===== src/rtl/assert_macros.svh =====
// Assertion macros shared by the RTL files.
// Define NO_ASSERTIONS to compile every use down to nothing.
`ifndef ASSERT_MACROS_SVH
`define ASSERT_MACROS_SVH

`ifndef NO_ASSERTIONS
// Property must hold at every clock edge outside reset.
`define ASSERT_ALWAYS(lbl, clk, rst, prop) \
   lbl: assert property (@(posedge clk) disable iff (rst) (prop)) \
      else $error("assertion failed");
// Whenever pre holds, post must hold in the following cycle.
`define ASSERT_NEXT(lbl, clk, rst, pre, post) \
   lbl: assert property (@(posedge clk) disable iff (rst) (pre) |=> (post)) \
      else $error("assertion failed");
`else
`define ASSERT_ALWAYS(lbl, clk, rst, prop)
`define ASSERT_NEXT(lbl, clk, rst, pre, post)
`endif

`endif


===== src/rtl/wrp_pkg.sv =====
// Types and constants for the RIFF/WAVE header parser.
// No dependencies; used by wrp_parse_core, the top level and the testbench.
package wrp_pkg;

   localparam logic [31:0] ID_RIFF = 32'h5249_4646;
   localparam logic [31:0] ID_WAVE = 32'h5741_5645;
   localparam logic [31:0] ID_FMT  = 32'h666D_7420;
   localparam logic [31:0] ID_DATA = 32'h6461_7461;

   localparam logic [4:0]  FMT_SIZE_SHORT = 5'd16;
   localparam logic [4:0]  FMT_SIZE_LONG  = 5'd18;
   localparam logic [31:0] CHUNK_HDR_BYTES = 32'd8;

   localparam logic [1:0] KIND_DATA   = 2'd0;
   localparam logic [1:0] KIND_FORMAT = 2'd1;
   localparam logic [1:0] KIND_FOUND  = 2'd2;
   localparam logic [1:0] KIND_ERROR  = 2'd3;

   localparam logic [2:0] ERR_NONE     = 3'd0;
   localparam logic [2:0] ERR_NOT_WAVE = 3'd1;
   localparam logic [2:0] ERR_NO_FMT   = 3'd2;
   localparam logic [2:0] ERR_FMT_SIZE = 3'd3;
   localparam logic [2:0] ERR_NO_DATA  = 3'd4;

   typedef enum logic [6:0] {
      PH_IDLE  = 7'b000_0001,
      PH_HEAD  = 7'b000_0010,
      PH_FMT   = 7'b000_0100,
      PH_CHUNK = 7'b000_1000,
      PH_SKIP  = 7'b001_0000,
      PH_DATA  = 7'b010_0000,
      PH_DONE  = 7'b100_0000
   } phase_type;

   typedef struct packed {
      logic [7:0]  byte_in;
      logic        first_byte;
      logic [30:0] file_length;
   } req_type;

   typedef struct packed {
      logic [1:0]  result_kind;
      logic [7:0]  byte_value;
      logic        last_data;
      logic        truncated;
      logic [15:0] format_tag;
      logic [15:0] channel_count;
      logic [31:0] sample_rate;
      logic [15:0] bits_per_sample;
      logic [31:0] data_length;
      logic [2:0]  error_code;
   } rsp_type;

   typedef struct packed {
      phase_type   phase;
      logic [31:0] position;
      logic [30:0] length_latched;
      logic [63:0] header_shift;
      logic [4:0]  fmt_body_size;
      logic [63:0] format_regs;
      logic [31:0] bytes_remaining;
      logic        riff_seen;
      logic [15:0] bits_latch;
   } state_type;

endpackage


===== src/rtl/wav_riff_header_parser_unit.sv =====
// RIFF/WAVE PCM header parser, one file byte per req beat.
// A result appears on rsp in the cycle after the byte that causes it is accepted.
// Throughput: one byte per cycle while rsp_ready is high; the single output
// register is refilled in the cycle it is emptied, so only rsp back-pressure stalls.
// Reset (synchronous, active high) puts the parser idle and empties the output.
`include "assert_macros.svh"
module wav_riff_header_parser_unit import wrp_pkg::*; (
   input  logic    clock,
   input  logic    reset,
   input  logic    req_valid,
   output logic    req_ready,
   input  req_type req_data,
   output logic    rsp_valid,
   input  logic    rsp_ready,
   output rsp_type rsp_data
);

   // parse state, updated only on an accepted byte
   state_type st_ff;
   state_type st_in;

   // output register: holds at most one result beat
   logic    rsp_valid_ff;
   rsp_type rsp_data_ff;

   logic    step_valid;
   rsp_type step_data;
   logic    req_fire;

   // beats watched by the checks below
   logic    err_beat;
   logic    data_beat;

   // all per-byte decisions live in the core; the top only holds registers
   wrp_parse_core u_core (
      .st        (st_ff),
      .req       (req_data),
      .nxt       (st_in),
      .res_valid (step_valid),
      .res       (step_data)
   );

   // a new byte may enter whenever the output slot is free or being drained
   assign req_ready = !rsp_valid_ff || rsp_ready;
   assign req_fire  = req_valid && req_ready;

   // whole parse state in one register; the phase starts at PH_IDLE, every other field at zero
   always_ff @(posedge clock) begin
      if (reset) begin
         st_ff.phase           <= PH_IDLE;
         st_ff.position        <= 32'd0;
         st_ff.length_latched  <= 31'd0;
         st_ff.header_shift    <= 64'd0;
         st_ff.fmt_body_size   <= 5'd0;
         st_ff.format_regs     <= 64'd0;
         st_ff.bytes_remaining <= 32'd0;
         st_ff.riff_seen       <= 1'b0;
         st_ff.bits_latch      <= 16'd0;
      end else if (req_fire) begin
         st_ff <= st_in;
      end
   end

   always_ff @(posedge clock) begin
      if (reset) begin
         rsp_valid_ff <= 1'b0;
      end else if (req_fire) begin
         rsp_valid_ff <= step_valid;
      end else if (rsp_ready) begin
         rsp_valid_ff <= 1'b0;
      end
   end

   always_ff @(posedge clock) begin
      if (req_fire) begin
         rsp_data_ff <= step_data;
      end
   end

   assign rsp_valid = rsp_valid_ff;
   assign rsp_data  = rsp_data_ff;

   assign err_beat  = req_fire && step_valid && step_data.result_kind == KIND_ERROR;
   assign data_beat = req_fire && step_valid && step_data.result_kind == KIND_DATA;

   // an error beat always ends the parse
   `ASSERT_NEXT(a_error_ends, clock, reset, err_beat, st_ff.phase == PH_DONE)
   // a finished parse ignores bytes until the next first byte
   `ASSERT_NEXT(a_done_silent, clock, reset, req_fire && st_ff.phase == PH_DONE && !req_data.first_byte, !rsp_valid_ff)
   // payload bytes are only produced while passing the data chunk through
   `ASSERT_ALWAYS(a_data_phase, clock, reset, !data_beat || st_ff.phase == PH_DATA)

endmodule


===== src/rtl/wrp_parse_core.sv =====
// Next-state and result logic for one file byte of the RIFF/WAVE parser.
// Purely combinational; depends on wrp_pkg.
module wrp_parse_core import wrp_pkg::*; (
   input  state_type st,
   input  req_type   req,
   output state_type nxt,
   output logic      res_valid,
   output rsp_type   res
);

   logic        active;
   phase_type   cur_phase;
   logic [31:0] pos;
   logic [63:0] hs;
   logic [31:0] size_le;
   logic [4:0]  fmt_idx;
   logic [5:0]  fmt_off;
   logic [15:0] bits_now;
   logic [33:0] fmt_end_sum;
   logic [33:0] skip_end_sum;
   logic [33:0] len_wide;
   logic [32:0] data_next;
   logic [31:0] br_dec;
   logic        last;
   logic        trunc;

   always_comb begin
      active    = req.first_byte || (st.phase != PH_IDLE && st.phase != PH_DONE);
      cur_phase = req.first_byte ? PH_HEAD : st.phase;
      pos       = req.first_byte ? 32'd0 : st.position + 32'd1;
      hs        = req.first_byte ? {56'd0, req.byte_in} : {st.header_shift[55:0], req.byte_in};
      // little-endian size field of the newest four bytes
      size_le   = {hs[7:0], hs[15:8], hs[23:16], hs[31:24]};
      fmt_off   = pos[5:0] - 6'd20;
      fmt_idx   = fmt_off[4:0];
      bits_now  = (fmt_idx == 5'd15) ? {hs[7:0], hs[15:8]} : st.bits_latch;
      len_wide  = {3'd0, st.length_latched};
      fmt_end_sum  = {2'd0, pos} + 34'd9;
      skip_end_sum = {2'd0, pos} + {2'd0, size_le} + 34'd9;
      data_next = {1'b0, pos} + 33'd1;
      br_dec    = (st.bytes_remaining != 32'd0) ? st.bytes_remaining - 32'd1 : 32'd0;
      last      = (br_dec == 32'd0);
      trunc     = !last && (data_next >= {2'd0, st.length_latched});

      nxt       = st;
      res_valid = 1'b0;
      res       = '0;

      if (active) begin
         nxt.position     = pos;
         nxt.header_shift = hs;
         if (req.first_byte) begin
            nxt.length_latched  = req.file_length;
            nxt.fmt_body_size   = 5'd0;
            nxt.format_regs     = 64'd0;
            nxt.bytes_remaining = 32'd0;
            nxt.riff_seen       = 1'b0;
            nxt.bits_latch      = 16'd0;
            nxt.phase           = PH_HEAD;
         end

         case (cur_phase)
            PH_HEAD: begin
               if (pos == 32'd3) begin
                  nxt.riff_seen = (hs[31:0] == ID_RIFF);
               end else if (pos == 32'd11) begin
                  if (!st.riff_seen || hs[31:0] != ID_WAVE) begin
                     res_valid      = 1'b1;
                     res.result_kind = KIND_ERROR;
                     res.error_code = ERR_NOT_WAVE;
                     nxt.phase      = PH_DONE;
                  end
               end else if (pos == 32'd19) begin
                  if (hs[63:32] != ID_FMT) begin
                     res_valid      = 1'b1;
                     res.result_kind = KIND_ERROR;
                     res.error_code = ERR_NO_FMT;
                     nxt.phase      = PH_DONE;
                  end else if (size_le != {27'd0, FMT_SIZE_SHORT} &&
                               size_le != {27'd0, FMT_SIZE_LONG}) begin
                     res_valid      = 1'b1;
                     res.result_kind = KIND_ERROR;
                     res.error_code = ERR_FMT_SIZE;
                     nxt.phase      = PH_DONE;
                  end else begin
                     nxt.fmt_body_size = size_le[4:0];
                     nxt.phase         = PH_FMT;
                  end
               end
            end
            PH_FMT: begin
               if (fmt_idx == 5'd7) begin
                  nxt.format_regs = hs;
               end
               nxt.bits_latch = bits_now;
               if (fmt_idx + 5'd1 >= st.fmt_body_size) begin
                  res_valid = 1'b1;
                  if (!(fmt_end_sum < len_wide)) begin
                     res.result_kind = KIND_ERROR;
                     res.error_code  = ERR_NO_DATA;
                     nxt.phase       = PH_DONE;
                  end else begin
                     res.result_kind     = KIND_FORMAT;
                     res.format_tag      = {st.format_regs[55:48], st.format_regs[63:56]};
                     res.channel_count   = {st.format_regs[39:32], st.format_regs[47:40]};
                     res.sample_rate     = {st.format_regs[7:0], st.format_regs[15:8],
                                            st.format_regs[23:16], st.format_regs[31:24]};
                     res.bits_per_sample = bits_now;
                     nxt.phase           = PH_CHUNK;
                     nxt.bytes_remaining = CHUNK_HDR_BYTES;
                  end
               end
            end
            PH_CHUNK: begin
               if (st.bytes_remaining > 32'd1) begin
                  nxt.bytes_remaining = st.bytes_remaining - 32'd1;
               end else if (hs[63:32] == ID_DATA) begin
                  res_valid       = 1'b1;
                  res.result_kind = KIND_FOUND;
                  res.data_length = {size_le[31:1], 1'b0};
                  if (size_le[31:1] == 31'd0) begin
                     res.last_data = 1'b1;
                     nxt.phase     = PH_DONE;
                  end else begin
                     nxt.bytes_remaining = {size_le[31:1], 1'b0};
                     nxt.phase           = PH_DATA;
                  end
               end else if (!(skip_end_sum < len_wide)) begin
                  res_valid       = 1'b1;
                  res.result_kind = KIND_ERROR;
                  res.error_code  = ERR_NO_DATA;
                  nxt.phase       = PH_DONE;
               end else if (size_le == 32'd0) begin
                  nxt.bytes_remaining = CHUNK_HDR_BYTES;
               end else begin
                  nxt.bytes_remaining = size_le;
                  nxt.phase           = PH_SKIP;
               end
            end
            PH_SKIP: begin
               if (br_dec == 32'd0) begin
                  nxt.bytes_remaining = CHUNK_HDR_BYTES;
                  nxt.phase           = PH_CHUNK;
               end else begin
                  nxt.bytes_remaining = br_dec;
               end
            end
            PH_DATA: begin
               nxt.bytes_remaining = br_dec;
               res_valid       = 1'b1;
               res.result_kind = KIND_DATA;
               res.byte_value  = req.byte_in;
               res.last_data   = last || trunc;
               res.truncated   = trunc;
               if (last || trunc) begin
                  nxt.phase = PH_DONE;
               end
            end
            default: begin
               nxt.phase = PH_DONE;
            end
         endcase
      end
   end

endmodule


===== config.mk =====
export PLATFORM = sky130hd
export DESIGN_NAME = wav_riff_header_parser_unit
export DESIGN_NICKNAME = d
export VERILOG_FILES = /design/src/rtl/wrp_pkg.sv /design/src/rtl/wav_riff_header_parser_unit.sv /design/src/rtl/wrp_parse_core.sv
export VERILOG_INCLUDE_DIRS = /design/src /design/src/rtl
export SDC_FILE = /design/constraint.sdc
export NUM_CORES = 1
export LEC_CHECK = 0
export BUFFER_PORTS_ARGS = -buffer_cell sky130_fd_sc_hd__buf_2
export CORE_MARGIN = 2
export CORE_UTILIZATION = 65
export DETAILED_ROUTE_END_ITERATION = 7
export PLACE_DENSITY = 0.89
export SYNTH_ARGS = -nofsm -noshare
export SYNTH_HDL_FRONTEND = slang
export SYNTH_SLANG_ARGS = --single-unit
export TNS_END_PERCENT = 20

===== constraint.sdc =====
create_clock -name clock -period 17.1 [get_ports clock]
set_input_delay 1.71 -clock clock [delete_from_list [all_inputs] [get_ports clock]]
set_output_delay 1.71 -clock clock [all_outputs]
set_load 0.02 [all_outputs]

==> impl_metrics.toml <==
[timing]
finalCritPeriodShare = 0.581
skew_ns = 0.0278
setup_slack_ns = 7.16
finalHoldViolations = 0
finalSetupViolCount = 0
whs_ns = 0.456
fin_crit_ns = 9.94
tns_ns = 0
rsz0062_at_grt = "false"
tightest_slew_ns = 1.27
fmax_mhz = 101
finalMaxSlewViolations = 0
slew-limit-headroom = 0.148

[hold_path]
hold_path_depth = 2
min_to = "st_ff[202]"
hold_start = "st_ff[202]"
hp-class = "reg -> reg"

[logic_synthesis]
yosys.area_share.simple = 0.263
synth-seq-cells = 371
synthCells = 2869
yosys-top-cells-area = "dfxtp_1 21%, edfxtp_1 16%, ha_1 7.3%, nand2_1 6.3%, a21oi_1 5.5%"
syn-cell-area_um2 = 23400
synth_fa_ha_area_frac = 0.0737
synth_top_family_by_area = "simple AND/OR/NAND/NOR gates"
synth-xor-area-share = 0.0487
synth_top_area_frac = 0.210
synth_mux_area_frac = 0.0131
post-synth-top-area-cell = "dfxtp_1"
ys_async_sr_fraction = 0
synth_warnings = 0
synth_flop_cell = "dfxtp_1"
yosysUniqueCellTypes = 93
syn_area_per_cell_um2 = 8.14
ys_seq_area_frac = 0.372
synth_common_cells = "389 x nand2_1, 287 x nor2_1, 259 x a21oi_1, 245 x dfxtp_1, 148 x clkbuf_1"
synth-edff-count = 126
yosysMostFrequentCell = "nand2_1"
syn-num-nets = 3050
synth_compound_area_frac = 0.183

[power_and_ir_drop]
p_leak_nw = 9.81
cellPowerDensity_nw_per_um2 = 77.1
peakVddDrop_uv = 117

[critical_path]
worstPathRequired_ns = 17.58
ff2ff_path_depth = 29
crit_buf_inv = 4
r2r_end = "st_ff[46]"
rr_startpoint = "st_ff[213]"
setup.worst_path.start_class = "input port"
critical-path-top-delay-family = "compound AO/OA/AOI/OAI gates"
slowest_stage = "inv_1"
cp-end-kind = "flop"
cpPeakStageDelay_ns = 0.61
r2r_slack_ns = 7.43
critPathMaxFanout = 29
arrival_ns = 10.42
path_class = "in -> reg"

[clock_network]
holdBufCountCts = 0
cts_inserted_buffers = 39
clk_latency_ns = 0.59
htreeDepth = 2
cts_setup_buffers = 0
cts_tree = "yes"
path_clk_slew_ns = 0.06
cts_sinks = 371
cts-root-buf = "clkbuf_16"
clockBufferDepth = 3
cts_resized = 0

[global_routing]
track_usage = 0.412
grt_pass1_wl_um = 123000
grt_overflow = 0
grt_max_degree = 93
grt_pass1_vias = 22700
antenna_found_initial = 1

[floorplan]
dieArea_um2 = 37500
initial_utilization = 0.658
coreArea_um2 = 35500
design.portCount = 173
die_h_um = 194
floorplan.rows = 69
die_w_um = 194

[finish]
syn2layout_area_growth_pct = 9.63
final_cells = 3422
diodes = 0
nets = 3111
drive_gt1_frac = 0.105

[detailed_routing]
drtIter0Drc = 2446
wl_um = 79200
dr_total_vias = 23200
via_per_inst = 6.77
route.detailed.drc = 2
drtAntennaViolNets = 0
drtPass1Iterations = 8
wl_per_cell_um = 23.1

[placed_design]
placed_cells = 3350
dp.final_hpwl_um = 56700
portBuffers = 171
place_ws_ns = 7.01
gp_congestion = 1.02

[run_status]
violations = "design-rule violations"
status = "complete, but fails checks"

[run]
maxCapViolCount = 0
placed cells by master (no fill, tap or decap), types with 40 or more instances in the layout:
cell,Yosys,routed
and3_1,41,40
a22oi_1,72,72
clkbuf_16,0,40
nand2_1,389,388
dfxtp_1,245,245
nand3_1,85,85
xor2_1,45,45
edfxtp_1,126,126
a21oi_1,259,259
nor2_1,287,285
nor3_1,64,64
nand4_1,61,61
ha_1,136,136
xnor2_1,83,83
and2_1,75,75
buf_2,16,170
nor4_1,47,46
o21ai_0,108,108
inv_1,97,96
layer usage:
layer,wire (um),up-vias,GRT usage,share of wire
met3,7640,366,0.0757,0.096
met4,5640,0,0.261,0.071
met5,0,-,0,0
met2,36600,1466,0.679,0.46
met1,29300,10900,0.499,0.37
li1,-,10400,-,-
stage by stage:
step	cell area, um^2	power (mW)	utilization
3_3_place_gp	24300	1.13	0.686
5_1_grt	25600	2.02	0.722
6_report	25600	1.98	0.722
3_5_place_dp	24300	1.14	0.686
4_1_cts	25600	1.97	0.722
2_1_floorplan	23400	1.07	-
cell families (layout without fill, tap and decap cells):
family,count (synthesis),after routing
muxes,30,30
xor gates and xnor gates,129,129
and+or+nand+nor,1246,1246
AOI/OAI and AO/OA,678,678
other,1,1
adders and majority gates,137,137
DFF,371,371
buffers and inverters,277,369
registers in the layout, summed over array words and instances, names as in the netlist:
register,flops
st_ff,244
rsp_valid,1
rsp_data,126
layout make-up:
cell class,count,area (um^2)
clock inverter,11,133
sequential,371,8690
fill,2700,9870
timing repair buffer,198,1060
multi-input combinational,2221,13600
tap,461,577
inverter,99,374
clock buffer,61,1140
worst max path at each step:
stage / to / from / cells after the start / slack [ns]
2_1_floorplan: st_ff[41] / req_data[31] / 34 / 7.99
3_3_place_gp: st_ff[41] / req_data[31] / 32 / 7.34
3_5_place_dp: st_ff[41] / req_data[31] / 32 / 7.01
4_1_cts: st_ff[46] / req_data[31] / 32 / 7.52
5_1_grt: st_ff[46] / st_ff[213] / 30 / 6.55
6_report: st_ff[46] / req_data[31] / 32 / 7.16
worst min-delay path, cell delays in order, from the launching register on:
cell and delay (ns):
dfxtp_1 0.31, nand2_1 0.05, a21oi_1 0.05
power by group:
group | leakage [nW] | internal, mW | switching, mW | total, mW
combinational | 6.02 | 0.0480 | 0.134 | 0.182
sequential | 3.18 | 0.931 | 0.00941 | 0.940
clock | 0.613 | 0.480 | 0.373 | 0.853
Note: power is estimated with default switching activity, not from simulation.
